[src/rtl/core/image_window_convolution_3x3_core_defines.svh]
// Assertion macros shared by the 3x3 convolution core.
// Included by the RTL files that carry concurrent assertions; no other dependencies.
`ifndef IMAGE_WINDOW_CONVOLUTION_3X3_CORE_DEFINES_SVH
`define IMAGE_WINDOW_CONVOLUTION_3X3_CORE_DEFINES_SVH

// Same-cycle implication, disabled while reset is asserted.
`define IWC_ASSERT_NOW(label, clk_s, rstn_s, ante, cons, msg) \
  label: assert property (@(posedge clk_s) disable iff (!rstn_s) (ante) |-> (cons)) \
    else $error(msg);

// Next-cycle implication, disabled while reset is asserted.
`define IWC_ASSERT_NEXT(label, clk_s, rstn_s, ante, cons, msg) \
  label: assert property (@(posedge clk_s) disable iff (!rstn_s) (ante) |=> (cons)) \
    else $error(msg);

`endif

[src/rtl/core/iwc_pkg.sv]
// Shared types and constants of the 3x3 convolution core.
// No dependencies; imported by every module of the core.
`default_nettype none

package iwc_pkg;

  localparam int DEF_MAX_WIDTH  = 1024;
  localparam int DEF_PIXEL_BITS = 8;

  localparam int KSIZE      = 3;
  localparam int COEF_W     = 8;
  localparam int KERNEL_W   = KSIZE * COEF_W;
  localparam int CFG_DIM_W  = 11;
  localparam int ROW_W      = 10;
  localparam int MAX_HEIGHT = 1024;
  localparam int MIN_DIM    = 3;

  localparam int SUM_OUT_W   = 20;
  localparam int SUM_OUT_MAX = 524287;
  localparam int SUM_OUT_MIN = -524288;

  localparam int APB_ADDR_W = 5;
  localparam int APB_DATA_W = 32;
  localparam int REG_IDX_W  = APB_ADDR_W - 2;

  // Register indexes (byte address divided by four).
  localparam logic [REG_IDX_W-1:0] REG_WIDTH  = 3'd0;
  localparam logic [REG_IDX_W-1:0] REG_HEIGHT = 3'd1;
  localparam logic [REG_IDX_W-1:0] REG_KTOP   = 3'd2;
  localparam logic [REG_IDX_W-1:0] REG_KMID   = 3'd3;
  localparam logic [REG_IDX_W-1:0] REG_KBOT   = 3'd4;

  localparam logic [CFG_DIM_W-1:0] WIDTH_RST  = 11'd1024;
  localparam logic [CFG_DIM_W-1:0] HEIGHT_RST = 11'd1024;

  typedef logic [KSIZE-1:0][KERNEL_W-1:0] krows_t;

  typedef struct packed {
    logic [CFG_DIM_W-1:0] width;
    logic [CFG_DIM_W-1:0] height;
    krows_t               kernel;
  } cfg_t;

endpackage

`default_nettype wire

[src/rtl/core/iwc_conv_pipe.sv]
// Multiply-accumulate pipeline of the 3x3 convolution core: nine products,
// three row sums, final sum with saturation and the output register. Depends on iwc_pkg.
`default_nettype none

module iwc_conv_pipe #(
  parameter int PIXEL_BITS = iwc_pkg::DEF_PIXEL_BITS
) (
  input  logic                                                   clk,
  input  logic                                                   rst_n,
  input  logic                                                   win_valid,
  input  logic                                                   win_last,
  input  logic [iwc_pkg::KSIZE-1:0][iwc_pkg::KSIZE-1:0][PIXEL_BITS-1:0] win_pixels,
  input  iwc_pkg::krows_t                                        kernel_rows,
  output logic                                                   win_ready,
  output logic                                                   out_valid,
  input  logic                                                   out_ready,
  output logic signed [iwc_pkg::SUM_OUT_W-1:0]                   out_conv_sum,
  output logic                                                   out_end_of_frame
);
  import iwc_pkg::*;

  localparam int PROD_W = PIXEL_BITS + COEF_W + 1;
  localparam int PART_W = PROD_W + 2;
  localparam int SUM_W  = PROD_W + 4;
  localparam int EXT_W  = (SUM_W > SUM_OUT_W) ? SUM_W : SUM_OUT_W;
  localparam logic signed [EXT_W-1:0] SAT_HI = EXT_W'(SUM_OUT_MAX);
  localparam logic signed [EXT_W-1:0] SAT_LO = EXT_W'(SUM_OUT_MIN);

  logic signed [PROD_W-1:0]    px_ext   [KSIZE][KSIZE];
  logic signed [PROD_W-1:0]    cf_ext   [KSIZE][KSIZE];
  logic signed [PROD_W-1:0]    prod_nxt [KSIZE][KSIZE];
  logic signed [PROD_W-1:0]    prod_r   [KSIZE][KSIZE];
  logic                        p_valid_r;
  logic                        p_last_r;

  logic signed [PART_W-1:0]    part_nxt [KSIZE];
  logic signed [PART_W-1:0]    part_r   [KSIZE];
  logic                        b_valid_r;
  logic                        b_last_r;

  logic signed [SUM_W-1:0]     total;
  logic signed [EXT_W-1:0]     total_ext;
  logic signed [SUM_OUT_W-1:0] sum_nxt;
  logic signed [SUM_OUT_W-1:0] out_sum_r;
  logic                        out_valid_r;
  logic                        out_last_r;

  logic c_free;
  logic b_free;
  logic p_free;

  assign c_free    = !out_valid_r || out_ready;
  assign b_free    = !b_valid_r || c_free;
  assign p_free    = !p_valid_r || b_free;
  assign win_ready = p_free;

  assign out_valid        = out_valid_r;
  assign out_conv_sum     = out_sum_r;
  assign out_end_of_frame = out_last_r;

  // The kernel is flipped: coefficient (kr, kc) meets pixel (2-kr, 2-kc).
  always_comb begin
    for (int kr = 0; kr < KSIZE; kr++) begin
      for (int kc = 0; kc < KSIZE; kc++) begin
        px_ext[kr][kc]   = PROD_W'({1'b0, win_pixels[KSIZE-1-kr][KSIZE-1-kc]});
        cf_ext[kr][kc]   = PROD_W'($signed(kernel_rows[kr][COEF_W*kc +: COEF_W]));
        prod_nxt[kr][kc] = px_ext[kr][kc] * cf_ext[kr][kc];
      end
    end
  end

  always_comb begin
    for (int kr = 0; kr < KSIZE; kr++) begin
      part_nxt[kr] = '0;
      for (int kc = 0; kc < KSIZE; kc++) begin
        part_nxt[kr] = part_nxt[kr] + PART_W'(prod_r[kr][kc]);
      end
    end
  end

  always_comb begin
    total     = SUM_W'(part_r[0]) + SUM_W'(part_r[1]) + SUM_W'(part_r[2]);
    total_ext = EXT_W'(total);
    if (total_ext > SAT_HI) begin
      sum_nxt = SUM_OUT_W'(SAT_HI);
    end else if (total_ext < SAT_LO) begin
      sum_nxt = SUM_OUT_W'(SAT_LO);
    end else begin
      sum_nxt = SUM_OUT_W'(total_ext);
    end
  end

  always_ff @(posedge clk) begin
    if (!rst_n) begin
      p_valid_r   <= 1'b0;
      b_valid_r   <= 1'b0;
      out_valid_r <= 1'b0;
    end else begin
      if (p_free) begin
        p_valid_r <= win_valid;
      end
      if (b_free) begin
        b_valid_r <= p_valid_r;
      end
      if (c_free) begin
        out_valid_r <= b_valid_r;
      end
    end
  end

  always_ff @(posedge clk) begin
    if (p_free) begin
      prod_r   <= prod_nxt;
      p_last_r <= win_last;
    end
    if (b_free) begin
      part_r   <= part_nxt;
      b_last_r <= p_last_r;
    end
    if (c_free) begin
      out_sum_r  <= sum_nxt;
      out_last_r <= b_last_r;
    end
  end

endmodule

`default_nettype wire

[config.mk]
export PLATFORM = sky130hd
export DESIGN_NAME = iwc_conv_pipe
export DESIGN_NICKNAME = d
export VERILOG_FILES = /design/src/rtl/core/image_window_convolution_3x3_core_defines.svh /design/src/rtl/core/iwc_pkg.sv /design/src/rtl/core/iwc_conv_pipe.sv
export SDC_FILE = /design/constraint.sdc
export NUM_CORES = 2
export LEC_CHECK = 0
export BUFFER_PORTS_ARGS = -buffer_cell sky130_fd_sc_hd__buf_4
export CAP_MARGIN = 10
export CORE_ASPECT_RATIO = 1.1
export CORE_MARGIN = 3
export CORE_UTILIZATION = 30
export CTS_BUF_LIST = sky130_fd_sc_hd__clkbuf_16
export CTS_CLUSTER_DIAMETER = 150
export DETAILED_ROUTE_END_ITERATION = 8
export GPL_TIMING_DRIVEN = 0
export PLACE_DENSITY = 0.49
export SYNTH_ARGS = -nofsm -noshare
export SYNTH_HDL_FRONTEND = slang
export SYNTH_SLANG_ARGS = --single-unit
[constraint.sdc]
create_clock -name clk -period 11.2 [get_ports clk]
set_input_delay 2.24 -clock clk [delete_from_list [all_inputs] [get_ports clk]]
set_output_delay 2.24 -clock clk [all_outputs]
set_load 0.01 [all_outputs]
==> results.tsv <==
stage	metric	value	unit
die	die_h	345	um
clock_tree	post_cts_buffers	0	
drt	drc	0	
drt	dr_total_vias	21023	
placement	numPortBuffers	171	
hold_path	hp-class	register to register	
worst_setup_path	path_max_fanout	60	
timing	worstMarginPinSlew	767	ps
drt	avgViaCountPerCell	4.46	
timing	hold_viol	0	
timing	timing.final.crit_period	6350	ps
finish	post_route_cells_drive_above_1_share	0.0717	
finish	nets	4326	
yosys	syn-mean-instance-area	10.1	um2
die	io_pins	172	
power	fin_total_pwr	0.0104	W
power	ir_worst_vdd	0.204	mV
worst_setup_path	reg2reg_setup_slack	7180	ps
die	fp.coreArea	103000	um2
die	fp.dieArea	109000	um2
timing	grt_setup_unrepaired	no	
worst_setup_path	reg2reg_depth	12	
finish	flow.area_growth_from_synthesis	12.8	%
clock_tree	worst_skew_pair.late_latency	570	ps
drt	detail-route-antenna-nets	0	
power	static-leakage-power	16.9	nW
yosys	synth-edff-count	233	
timing	fmaxAchievable	0.158	GHz
drt	drt-wirelength-per-cell	14.8	um
die	chipWidth	314	um
timing	number_of_max_slew_violations_in_the_final_report	0	
clock_tree	clock_sink_count	236	
run_status	run_status	finished, final reports clean	
yosys	yosys_warnings	0	
global_routing	globalRouteTotalUtil	0.132	
clock_tree	numCtsBuffers	29	
finish	postLayoutCoreUtil	0.344	
clock_tree	cts.htree.levels	1	
worst_setup_path	arrival	4110	ps
placement	hpwlAfterDp	58500	um
global_routing	first_global_vias	22406	
worst_setup_path	worstSetupEndpointType	primary output	
hold_path	hold_depth	0	
yosys	portion_of_the_post_synthesis_area_used_by_sequential_elements	0.225	
clock_tree	cts.clk_slew.worst_paths	60	ps
clock_tree	clock-root-buffer	clkbuf_16	
yosys	post_synth_inst_count	3108	
power	cellPowerDensity	294	nW/um2
timing	timing.clock.skew	21.0	ps
die	start_util	0.305	
global_routing	grt_antenna_before_repair	5	
yosys	post_synth_top_flop	edfxtp_1	
timing	final_setup_violations	0	
drt	routed_wire_length	69800	um
clock_tree	tritoncts	yes	
worst_setup_path	kind_of_start_point_of_the_critical_path	primary input	
timing	timing.slew.headroom	0.488	
clock_tree	cts_resized	0	
yosys	post_synth_num_cell_types	62	
hold_path	worstHoldEndpoint	b_last_r$_DFFE_PP_	
clock_tree	cts_hold_buf	0	
timing	period_share	0.567	
yosys	synth-seq-cells	236	
yosys	synth_async_sr_flop_share	0	
drt	first_iter_violations	852	
worst_setup_path	worstSetupPathType	primary input to primary output	
global_routing	grt_start_max_net_pins	61	
worst_setup_path	reg2reg_from	part_r[20]$_DFFE_PP_	
worst_setup_path	reg2reg_to	out_conv_sum[5]$_SDFFCE_PN1P_	
yosys	syn-cell-area	31400	um2
die	total_number_of_placement_rows	123	
clock_tree	clockBufferDepth	3	
placement	gp_congestion	0.808	
global_routing	grt_pass1_wl	117000	um
hold_path	hold_crit_start	p_last_r$_DFFE_PP_	
flow_run	drv.max_cap_violation_count	0	
global_routing	gr-total-overflow	0	
drt	drt_pass1_iterations	4	
worst_setup_path	critPathRequiredTime	8960	ps
yosys	syn-num-nets	4121	
finish	fillerInstances	10661	
[state kept, by name (all words and copies together), names as in the netlist]
register / cells
out_valid: 1
prod_r: 153
b_valid_r: 1
p_valid_r: 1
p_last_r: 1
b_last_r: 1
out_conv_sum: 20
out_end_of_frame: 1
part_r: 57
[layout make-up]
type                    instances  area (um2)  area share
repair buffers                174        1360      0.0383
plain buffers                   4        18.8    0.000530
inverters                     616        2310      0.0653
flip-flops and latches        236        7060       0.199
clock inverters                23         194     0.00547
diodes                          5        12.5    0.000353
well taps                    1375        1720      0.0486
clock buffers                  29         726      0.0205
multi-input cells            2252       22000       0.622
[logic make-up (layout without fill, tap and decap cells)]
| group | count (synthesis) | in the layout | synth area share |
|---|---|---|---|
| AO/OA/AOI/OAI | 329 | 329 | 0.0667 |
| XOR/XNOR | 159 | 159 | 0.0443 |
| adder cells (fa/ha/maj) | 866 | 866 | 0.442 |
| buffers and inverters | 620 | 846 | 0.0742 |
| flip-flops | 236 | 236 | 0.225 |
| other | 0 | 5 | 0 |
| AND/OR/NAND/NOR | 898 | 898 | 0.148 |
[routing by layer]
layer  global-route usage  routed length (um)  up-vias
met4               0.0223                1040        0
met5                    0                   0        -
li1                     -                   -    10443
met3               0.0116                1560       56
met1                0.178               32500    10327
met2                0.232               34700      197
[cells in the mapped netlist, types with 3 or more instances]
master | count | area [um2]
nand2b_1 | 51 | 319
dfxtp_1 | 3 | 60.1
a211oi_1 | 17 | 128
nor2_1 | 136 | 510
a2111oi_0 | 3 | 26.3
a41o_1 | 5 | 50.1
nor3b_1 | 3 | 22.5
o31ai_1 | 12 | 90.1
nand2_1 | 235 | 882
o21a_1 | 34 | 255
o22ai_1 | 3 | 18.8
edfxtp_1 | 233 | 7000
nand3_1 | 24 | 120
ha_1 | 457 | 5720
a21o_1 | 26 | 195
nor4_1 | 6 | 37.5
inv_1 | 616 | 2310
xnor2_1 | 144 | 1260
or3_1 | 19 | 119
o21ai_0 | 60 | 300
nand4_1 | 4 | 25.0
and3_1 | 14 | 87.6
a21oi_1 | 113 | 566
o311ai_0 | 3 | 26.3
o41ai_1 | 7 | 61.3
a31oi_1 | 10 | 62.6
a21boi_0 | 6 | 45.0
o211ai_1 | 11 | 82.6
and2_1 | 326 | 2040
nor2b_1 | 29 | 181
nor3_1 | 29 | 145
fa_1 | 407 | 8150
or2_2 | 12 | 75.1
xor2_1 | 15 | 131
[per-stage QoR]
| stage | std cells | hold slack (ps) | TNS [ps] | setup slack, ps | instance area, um2 |
|---|---|---|---|---|---|
| after detailed placement | 4657 | 429 | 0 | 4290 | 34500 |
| after global routing | 4714 | 442 | 0 | 4670 | 35400 |
| after floorplan | 3108 | 400 | 0 | 2960 | 31400 |
| after CTS | 4709 | 438 | 0 | 4820 | 35400 |
| after global placement | 4654 | 406 | -1060 | -1060 | 34400 |
| final | 4714 | 434 | 0 | 4850 | 35400 |
[cells in the final DEF (no fill, tap or decap), types with 10 or more instances in the layout]
cell | netlist | final
and3_1 | 14 | 14
nand2b_1 | 51 | 51
nand2_1 | 235 | 234
clkbuf_16 | 0 | 29
o21a_1 | 34 | 34
or3_1 | 19 | 19
nor3_1 | 29 | 29
xor2_1 | 15 | 15
ha_1 | 457 | 457
inv_1 | 616 | 623
o31ai_1 | 12 | 12
a31oi_1 | 10 | 10
nand3_1 | 24 | 23
edfxtp_1 | 233 | 233
a21o_1 | 26 | 26
buf_4 | 0 | 171
o21ai_0 | 60 | 60
or2_2 | 12 | 12
o211ai_1 | 11 | 11
a21oi_1 | 113 | 113
xnor2_1 | 144 | 144
nor2b_1 | 29 | 29
and2_1 | 326 | 326
a211oi_1 | 17 | 17
fa_1 | 407 | 407
nor2_1 | 136 | 136
[critical path, cell delays in order]
cell and delay, ps:
buf_4 110, nor2b_1 380, nand3_4 620, buf_16 470, buf_4 210
[how the worst max path moves through the flow]
stage	start	end	slack [ps]
after floorplan	out_ready	win_ready	2960
after global placement	out_ready	win_ready	-1060
after detailed placement	kernel_rows[39]	prod_r[84]$_DFFE_PP_	4290
after CTS	out_ready	win_ready	4820
after global routing	kernel_rows[39]	prod_r[84]$_DFFE_PP_	4670
final	out_ready	win_ready	4850
[where the power goes]
group | switching (W) | internal, W | total, W
Sequential | 0.000262 | 0.00187 | 0.00213
Combinational | 0.00421 | 0.00317 | 0.00738
Clock | 0.000375 | 0.000537 | 0.000913
Total | 0.00485 | 0.00557 | 0.0104
(Power assumes the default switching activity.)
