--- src/rtl/core/image_window_convolution_3x3_core_defines.svh ---
// Assertion macros shared by the 3x3 convolution core.
// Included by the RTL files that carry concurrent assertions; no other dependencies.
`ifndef IMAGE_WINDOW_CONVOLUTION_3X3_CORE_DEFINES_SVH
`define IMAGE_WINDOW_CONVOLUTION_3X3_CORE_DEFINES_SVH

// Same-cycle implication, disabled while reset is asserted.
`define IWC_ASSERT_NOW(label, clk_s, rstn_s, ante, cons, msg) \
  label: assert property (@(posedge clk_s) disable iff (!rstn_s) (ante) |-> (cons)) \
    else $error(msg);

// Next-cycle implication, disabled while reset is asserted.
`define IWC_ASSERT_NEXT(label, clk_s, rstn_s, ante, cons, msg) \
  label: assert property (@(posedge clk_s) disable iff (!rstn_s) (ante) |=> (cons)) \
    else $error(msg);

`endif

--- src/rtl/core/iwc_pkg.sv ---
// Shared types and constants of the 3x3 convolution core.
// No dependencies; imported by every module of the core.
`default_nettype none

package iwc_pkg;

  localparam int DEF_MAX_WIDTH  = 1024;
  localparam int DEF_PIXEL_BITS = 8;

  localparam int KSIZE      = 3;
  localparam int COEF_W     = 8;
  localparam int KERNEL_W   = KSIZE * COEF_W;
  localparam int CFG_DIM_W  = 11;
  localparam int ROW_W      = 10;
  localparam int MAX_HEIGHT = 1024;
  localparam int MIN_DIM    = 3;

  localparam int SUM_OUT_W   = 20;
  localparam int SUM_OUT_MAX = 524287;
  localparam int SUM_OUT_MIN = -524288;

  localparam int APB_ADDR_W = 5;
  localparam int APB_DATA_W = 32;
  localparam int REG_IDX_W  = APB_ADDR_W - 2;

  // Register indexes (byte address divided by four).
  localparam logic [REG_IDX_W-1:0] REG_WIDTH  = 3'd0;
  localparam logic [REG_IDX_W-1:0] REG_HEIGHT = 3'd1;
  localparam logic [REG_IDX_W-1:0] REG_KTOP   = 3'd2;
  localparam logic [REG_IDX_W-1:0] REG_KMID   = 3'd3;
  localparam logic [REG_IDX_W-1:0] REG_KBOT   = 3'd4;

  localparam logic [CFG_DIM_W-1:0] WIDTH_RST  = 11'd1024;
  localparam logic [CFG_DIM_W-1:0] HEIGHT_RST = 11'd1024;

  typedef logic [KSIZE-1:0][KERNEL_W-1:0] krows_t;

  typedef struct packed {
    logic [CFG_DIM_W-1:0] width;
    logic [CFG_DIM_W-1:0] height;
    krows_t               kernel;
  } cfg_t;

endpackage

`default_nettype wire

--- src/rtl/core/iwc_cfg_regs.sv ---
// APB register file of the 3x3 convolution core: image size and kernel rows.
// Depends on iwc_pkg.
`default_nettype none

module iwc_cfg_regs (
  input  logic                           clk,
  input  logic                           rst_n,
  input  logic                           psel,
  input  logic                           penable,
  input  logic                           pwrite,
  input  logic [iwc_pkg::APB_ADDR_W-1:0] paddr,
  input  logic [iwc_pkg::APB_DATA_W-1:0] pwdata,
  output logic [iwc_pkg::APB_DATA_W-1:0] prdata,
  output logic                           pready,
  output iwc_pkg::cfg_t                  cfg_o
);
  import iwc_pkg::*;

  cfg_t                 cfg_r;
  cfg_t                 cfg_nxt;
  logic [REG_IDX_W-1:0] reg_idx;
  logic                 wr_en;

  assign reg_idx = paddr[APB_ADDR_W-1:2];
  assign wr_en   = psel && penable && pwrite;
  assign pready  = 1'b1;
  assign cfg_o   = cfg_r;

  always_comb begin
    cfg_nxt = cfg_r;
    if (wr_en) begin
      case (reg_idx)
        REG_WIDTH:  cfg_nxt.width     = pwdata[CFG_DIM_W-1:0];
        REG_HEIGHT: cfg_nxt.height    = pwdata[CFG_DIM_W-1:0];
        REG_KTOP:   cfg_nxt.kernel[0] = pwdata[KERNEL_W-1:0];
        REG_KMID:   cfg_nxt.kernel[1] = pwdata[KERNEL_W-1:0];
        REG_KBOT:   cfg_nxt.kernel[2] = pwdata[KERNEL_W-1:0];
        default:    cfg_nxt = cfg_r;
      endcase
    end
  end

  always_comb begin
    case (reg_idx)
      REG_WIDTH:  prdata = APB_DATA_W'(cfg_r.width);
      REG_HEIGHT: prdata = APB_DATA_W'(cfg_r.height);
      REG_KTOP:   prdata = APB_DATA_W'(cfg_r.kernel[0]);
      REG_KMID:   prdata = APB_DATA_W'(cfg_r.kernel[1]);
      REG_KBOT:   prdata = APB_DATA_W'(cfg_r.kernel[2]);
      default:    prdata = '0;
    endcase
  end

  always_ff @(posedge clk) begin
    if (!rst_n) begin
      cfg_r.width  <= WIDTH_RST;
      cfg_r.height <= HEIGHT_RST;
      cfg_r.kernel <= '0;
    end else begin
      cfg_r <= cfg_nxt;
    end
  end

endmodule

`default_nettype wire

--- config.mk ---
export PLATFORM = sky130hd
export DESIGN_NAME = iwc_cfg_regs
export DESIGN_NICKNAME = d
export VERILOG_FILES = /design/src/rtl/core/image_window_convolution_3x3_core_defines.svh /design/src/rtl/core/iwc_pkg.sv /design/src/rtl/core/iwc_cfg_regs.sv
export SDC_FILE = /design/constraint.sdc
export NUM_CORES = 1
export LEC_CHECK = 0
export BUFFER_PORTS_ARGS = -buffer_cell sky130_fd_sc_hd__buf_2
export CAP_MARGIN = 20
export CORE_MARGIN = 3
export CORE_UTILIZATION = 46
export DETAILED_ROUTE_END_ITERATION = 16
export PLACE_DENSITY = 0.81
export SYNTH_ARGS = -nofsm -noshare
export SYNTH_HDL_FRONTEND = slang
export SYNTH_SLANG_ARGS = --single-unit
--- constraint.sdc ---
create_clock -name clk -period 3.5 [get_ports clk]
set_input_delay 0.7 -clock clk [delete_from_list [all_inputs] [get_ports clk]]
set_output_delay 0.7 -clock clk [all_outputs]
set_load 0.01 [all_outputs]
==> results of run 1 <==
cell families after synthesis:
group,synth area share
AO/OA/AOI/OAI,0.0862
buffers and inverters,0.0687
flip-flops,0.438
multiplexers,0.270
other,0.00175
AND/OR/NAND/NOR,0.135
layout make-up:
| cell class | instances | area share |
|---|---|---|
| antenna | 1 | 0.000476 |
| clock buffer | 10 | 0.0262 |
| clock inverter | 6 | 0.0179 |
| multi-input combinational | 307 | 0.411 |
| sequential | 94 | 0.358 |
| tap | 108 | 0.0257 |
| timing repair buffer | 160 | 0.161 |
power by group through the flow:
stage / Clock [mW] / Combinational (mW) / Sequential [mW]
floorplan: 0 / 0.0983 / 1.11
global placement: 0 / 0.143 / 1.11
detailed placement: 0 / 0.146 / 1.11
CTS: 0.822 / 0.147 / 1.08
global route: 0.871 / 0.160 / 1.08
finish: 0.812 / 0.146 / 1.08
per-layer routing:
| layer | global-route usage | part of all wire |
|---|---|---|
| met1 | 0.264 | 0.41 |
| met2 | 0.365 | 0.53 |
| met3 | 0.0413 | 0.044 |
| met4 | 0.0565 | 0.016 |
| met5 | 0 | 0 |
synthesized netlist by cell type:
cell type    n  share of area
o21a_1       1         0.0017
o22ai_1      9          0.013
nand4b_4     1         0.0055
or3b_1       1         0.0020
nor3b_2      1         0.0029
nor2b_1      4         0.0058
nor2_4       1         0.0026
buf_4       14          0.024
nand2_1    117           0.10
a21o_1       9          0.016
buf_8        4          0.014
or2_2        1         0.0015
nand2b_1     1         0.0015
mux2i_1    116           0.27
and4_1       1         0.0020
o21ai_0      2         0.0023
dfxtp_1     94           0.44
conb_1       2         0.0017
buf_2        7         0.0082
and2b_1      1         0.0017
a22oi_1     13          0.023
buf_6        3         0.0079
nor3b_1      2         0.0035
and2_1       1         0.0015
clkbuf_2     1         0.0012
a2bb2oi_1    1         0.0020
o2bb2ai_1   14          0.029
clkbuf_1    15          0.013
or3_4        1         0.0026
worst max-delay path: cells and delay by family:
kind / cells / cell delay (ns)
simple gates: 1 / 0.41
compound gates: 2 / 0.41
buf+inv: 2 / 0.51
cells in the final DEF (no fill, tap or decap), drive strengths merged:
master    count
nor2          1
dfxtp        94
clkbuf       10
and2          1
inv           1
nand2b        1
o21a          1
nand2       117
or3           1
or3b          1
nor2b         4
a2bb2oi       1
and2b         1
o22ai         9
mux2i       116
o2bb2ai      14
o21ai         2
clkinvlp      1
conb          9
a22oi        13
a21o          9
bufinv        2
or2           1
nand4b        1
nor3b         3
clkinv        2
and4          1
buf         160
diode         1
worst paths after layout:
path / from / to / cells past startpoint
setup reg to reg: cfg_o[41] / cfg_o[41] / 2
hold reg to reg: cfg_o[59] / cfg_o[59] / 2
hold / removal: cfg_o[59] / cfg_o[59] / 2
setup / recovery: paddr[2] / prdata[0] / 5
==> flow_summary.yaml, run 1 <==
synthesis:
  syn_avg_cell_area_um2: 9.81
  netlist_instances: 438
  synth_cell_types: 29
  netlist_area_um2: 4300
  yosys_register_bits: 94
  synth_warnings: 0
  synth-seq-area-share: 0.438
power_and_ir_drop:
  powerDensity_nw_per_um2: 389
  fin_total_pwr_mw: 2.04
  p_seq_frac: 0.530
  power.internal_mw: 1.55
  pwr-share-clk: 0.398
  switching_share: 0.238
  comb_power_share: 0.072
  p_switching_mw: 0.486
  leakagePower_nw: 2.46
  vdd_drop_max_mv: 0.231
sta:
  rsz0062_at_grt: "false"
  hold_viol: 0
  fmax_mhz: 364
  maxSlewHeadroom: 0.404
  hold_ws_ns: 0.474
  layout_min_cycle_time_ns: 2.74
  layout_worst_path_cycle_share: 0.784
  slew_viol_final: 0
  fin_ws_ns: 0.756
  tightest_slew_ns: 0.894
  tns_ns: 0
  finalSetupViolations: 0
  fin_skew_ns: 0
setup_path:
  worstSetupStartpointType: "input port"
  crit_path_top_delay_cell: "nand2b_1"
  max_stage_delay_ns: 0.41
  crit_arrival_ns: 2.04
  end_kind: "output port"
  reg2reg_slack_ns: 2.78
  crit_type: "in -> out"
  path_max_fanout: 24
  path_common_cell: "buf_2"
  cp_cell_sequence: "buf_2, nand2b_1, o22ai_1, a21o_1, buf_2"
  worstPathRequired_ns: 2.80
final_layout:
  nFillCells: 771
  multi_input_area_um2: 2160
  final_layout_size_suffix_gt1_frac: 0.319
  largest_reg_flops: 94
  nets: 614
  utilization: 0.591
  area_growth_pct: 22.2
  seqCellArea_um2: 1880
  instances_no_fill: 686
  fin_area_um2: 5250
die:
  core_um2: 8890
  dieArea_um2: 10500
  io_pins: 169
  die_x_um: 103
  start_util: 0.483
  rows: 34
  dieHeight_um: 103
placement:
  dp_hpwl_mm: 8.25
  placedCellCount: 669
  place_ws_ns: 0.754
  placed_cell_area_um2: 5020
  place_congestion: 0.806
  numPortBuffers: 149
cts:
  clk_latency_ns: 0.35
  cts_hold_buf: 0
  cts_resized: 0
  clk_pin_slew_worst_paths_ns: 0.09
  cts_buffer_depth: 2
  cts_made_buffers: 9
  cts_num_sinks: 94
  cts_setup_buffers: 0
  ctsHtreeMaxLevel: 3
  tritoncts: "done"
  cts-root-buf: "clkbuf_8"
drt:
  routed_wl_mm: 11.3
  viasPerCell: 5.29
  drc: 0
  routedWlPerCell_um: 16.5
  via_count: 3628
  first_pass_iters: 5
  dr.first_iter.drc_count: 162
  ant_nets: 0
global_routing:
  antenna_found_initial: 1
  grt_pass1_vias: 3467
  track_usage: 0.210
  grt_max_degree: 99
  grt_pass1_wl_mm: 17.3
  gr-total-overflow: 0
min_path:
  hold_class: "reg -> reg"
outcome:
  status: "finished clean"
job:
  drv_cap: 0
Note: power is estimated with default switching activity, not from simulation.
==> inputs of run 2 (changes only) <==
Settings changed: CORE_UTILIZATION 46 to 44.
Clock period 3.5 ns to 2.5 ns, I/O delays scaled along.
==> run 2 against run 1 <==
Compared with the run above: design area up 0.74%; clock power up 15%; routed wire length rose by 2.1%; sequential share of layout area is 0.26 points lower; sequential power rose by 41%; hold slack got worse by 0.039 ns; first-iteration DRC count rose by 2.5%; critical path type unchanged; critical endpoint is now prdata[18].
==> flow_summary.yaml, run 2 (synthesized netlist as in run 1, its figures left out) <==
final_layout:
  largest_reg_flops: 94
  utilization: 0.565
  area_growth_pct: 23.1
  final_layout_size_suffix_gt1_frac: 0.323
  final_cell_mix: "buf_2 (148), nand2_1 (117), mux2i_1 (116)"
  final_common_cell: "buf_2"
  nets: 619
  instances_no_fill: 712
cts:
  clk_pin_slew_worst_paths_ns: 0.10
  clk_latency_ns: 0.35
  cts_setup_buffers: 0
  ctsHtreeMaxLevel: 3
  cts_num_sinks: 94
  cts_resized: 0
  cts-root-buf: "clkbuf_8"
  tritoncts: "done"
  cts_hold_buf: 0
  cts_buffer_depth: 2
  cts_made_buffers: 9
drt:
  viasPerCell: 5.23
  routedWlPerCell_um: 16.3
  ant_nets: 0
  routed_wl_mm: 11.6
  drc: 0
  dr.first_iter.drc_count: 166
  via_count: 3727
  first_pass_iters: 5
die:
  io_pins: 169
  rows: 35
  die_x_um: 105
  dieArea_um2: 11000
  core_um2: 9370
  start_util: 0.459
  dieHeight_um: 105
setup_path:
  crit_path_top_delay_cell: "and2b_1"
  worstPathRequired_ns: 2.00
  crit_path_start: "paddr[3]"
  ff2ff_path_depth: 2
  endpoint: "prdata[18]"
  crit_family: "buffers and inverters"
  cp_cell_sequence: "buf_2, and2b_1, buf_4, a22oi_1, o2bb2ai_1, buf_2"
  crit_type: "in -> out"
  end_kind: "output port"
  crit_arrival_ns: 1.65
  reg2reg_slack_ns: 1.83
  reg2reg_from: "cfg_o[29]"
  r2r-end: "cfg_o[29]"
  path_buf_inv: 3
  path_common_cell: "buf_2"
  crit_cells: 6
  worstSetupStartpointType: "input port"
  max_stage_delay_ns: 0.25
  path_max_fanout: 11
sta:
  tns_ns: 0
  hold_ws_ns: 0.435
  slew_viol_final: 0
  layout_min_cycle_time_ns: 2.15
  layout_worst_path_cycle_share: 0.858
  fmax_mhz: 466
  rsz0062_at_grt: "false"
  finalSetupViolations: 0
  fin_skew_ns: 0
  hold_viol: 0
placement:
  placedCellCount: 695
  dp_hpwl_mm: 8.54
  place_congestion: 0.831
  numPortBuffers: 149
power_and_ir_drop:
  vdd_drop_max_mv: 0.287
  fin_total_pwr_mw: 2.66
  powerDensity_nw_per_um2: 503
  leakagePower_nw: 2.48
global_routing:
  grt_pass1_vias: 3670
  grt_max_degree: 52
  grt_pass1_wl_mm: 18.4
  gr-total-overflow: 0
  track_usage: 0.207
  antenna_found_initial: 1
min_path:
  hold_class: "in -> reg"
job:
  drv_cap: 0
outcome:
  status: "finished clean"
run 2: cell count changes in the layout (fill, tap and decap cells not counted), sizes merged:
| cell | previous run | this run |
|---|---|---|
| buf | 160 | 165 |
| inv | 1 | 3 |
| bufinv | 2 | 0 |
run 2: routing by layer:
layer	up-vias	global-route usage	wire (um)
met4	0	0.0778	187
li1	1772	-	-
met2	126	0.376	6040
met3	14	0.0420	616
met5	-	0	0
met1	1815	0.237	4720
run 2: metrics by stage:
step	setup WS, ns	area (um2)
finish	0.355	5290
global route	0.243	5290
CTS	0.348	5290
detailed placement	0.347	5110
global placement	0.367	5110
floorplan	0.581	4320
run 2: worst min-delay path: stages:
cell     delay (ns)
buf_2          0.10
nand2_1        0.08
mux2i_1        0.07
run 2: area by class of cell:
cell class / instances / area (um2)
timing repair buffer: 165 / 906
multi-input combinational: 307 / 2160
clock buffer: 10 / 128
sequential: 94 / 1880
fill: 875 / 4080
clock inverter: 6 / 53.8
antenna: 1 / 2.50
tap: 129 / 161
run 2: worst min path at each step:
stage / end / cells after the start / from / slack (ns)
after global placement: cfg_o[1] / 2 / cfg_o[1] / 0.46
after CTS: cfg_o[37] / 3 / pwdata[13] / 0.42
after floorplan: cfg_o[72] / 2 / cfg_o[72] / 0.49
after global routing: cfg_o[13] / 3 / pwdata[13] / 0.44
final: cfg_o[37] / 3 / pwdata[13] / 0.43
after detailed placement: cfg_o[1] / 2 / cfg_o[1] / 0.46
run 2: power breakdown:
group,internal [mW],leakage (nW),switching [mW]
sequential,1.51,0.758,0.00901
clock,0.380,0.0894,0.552
combinational,0.0789,1.63,0.136
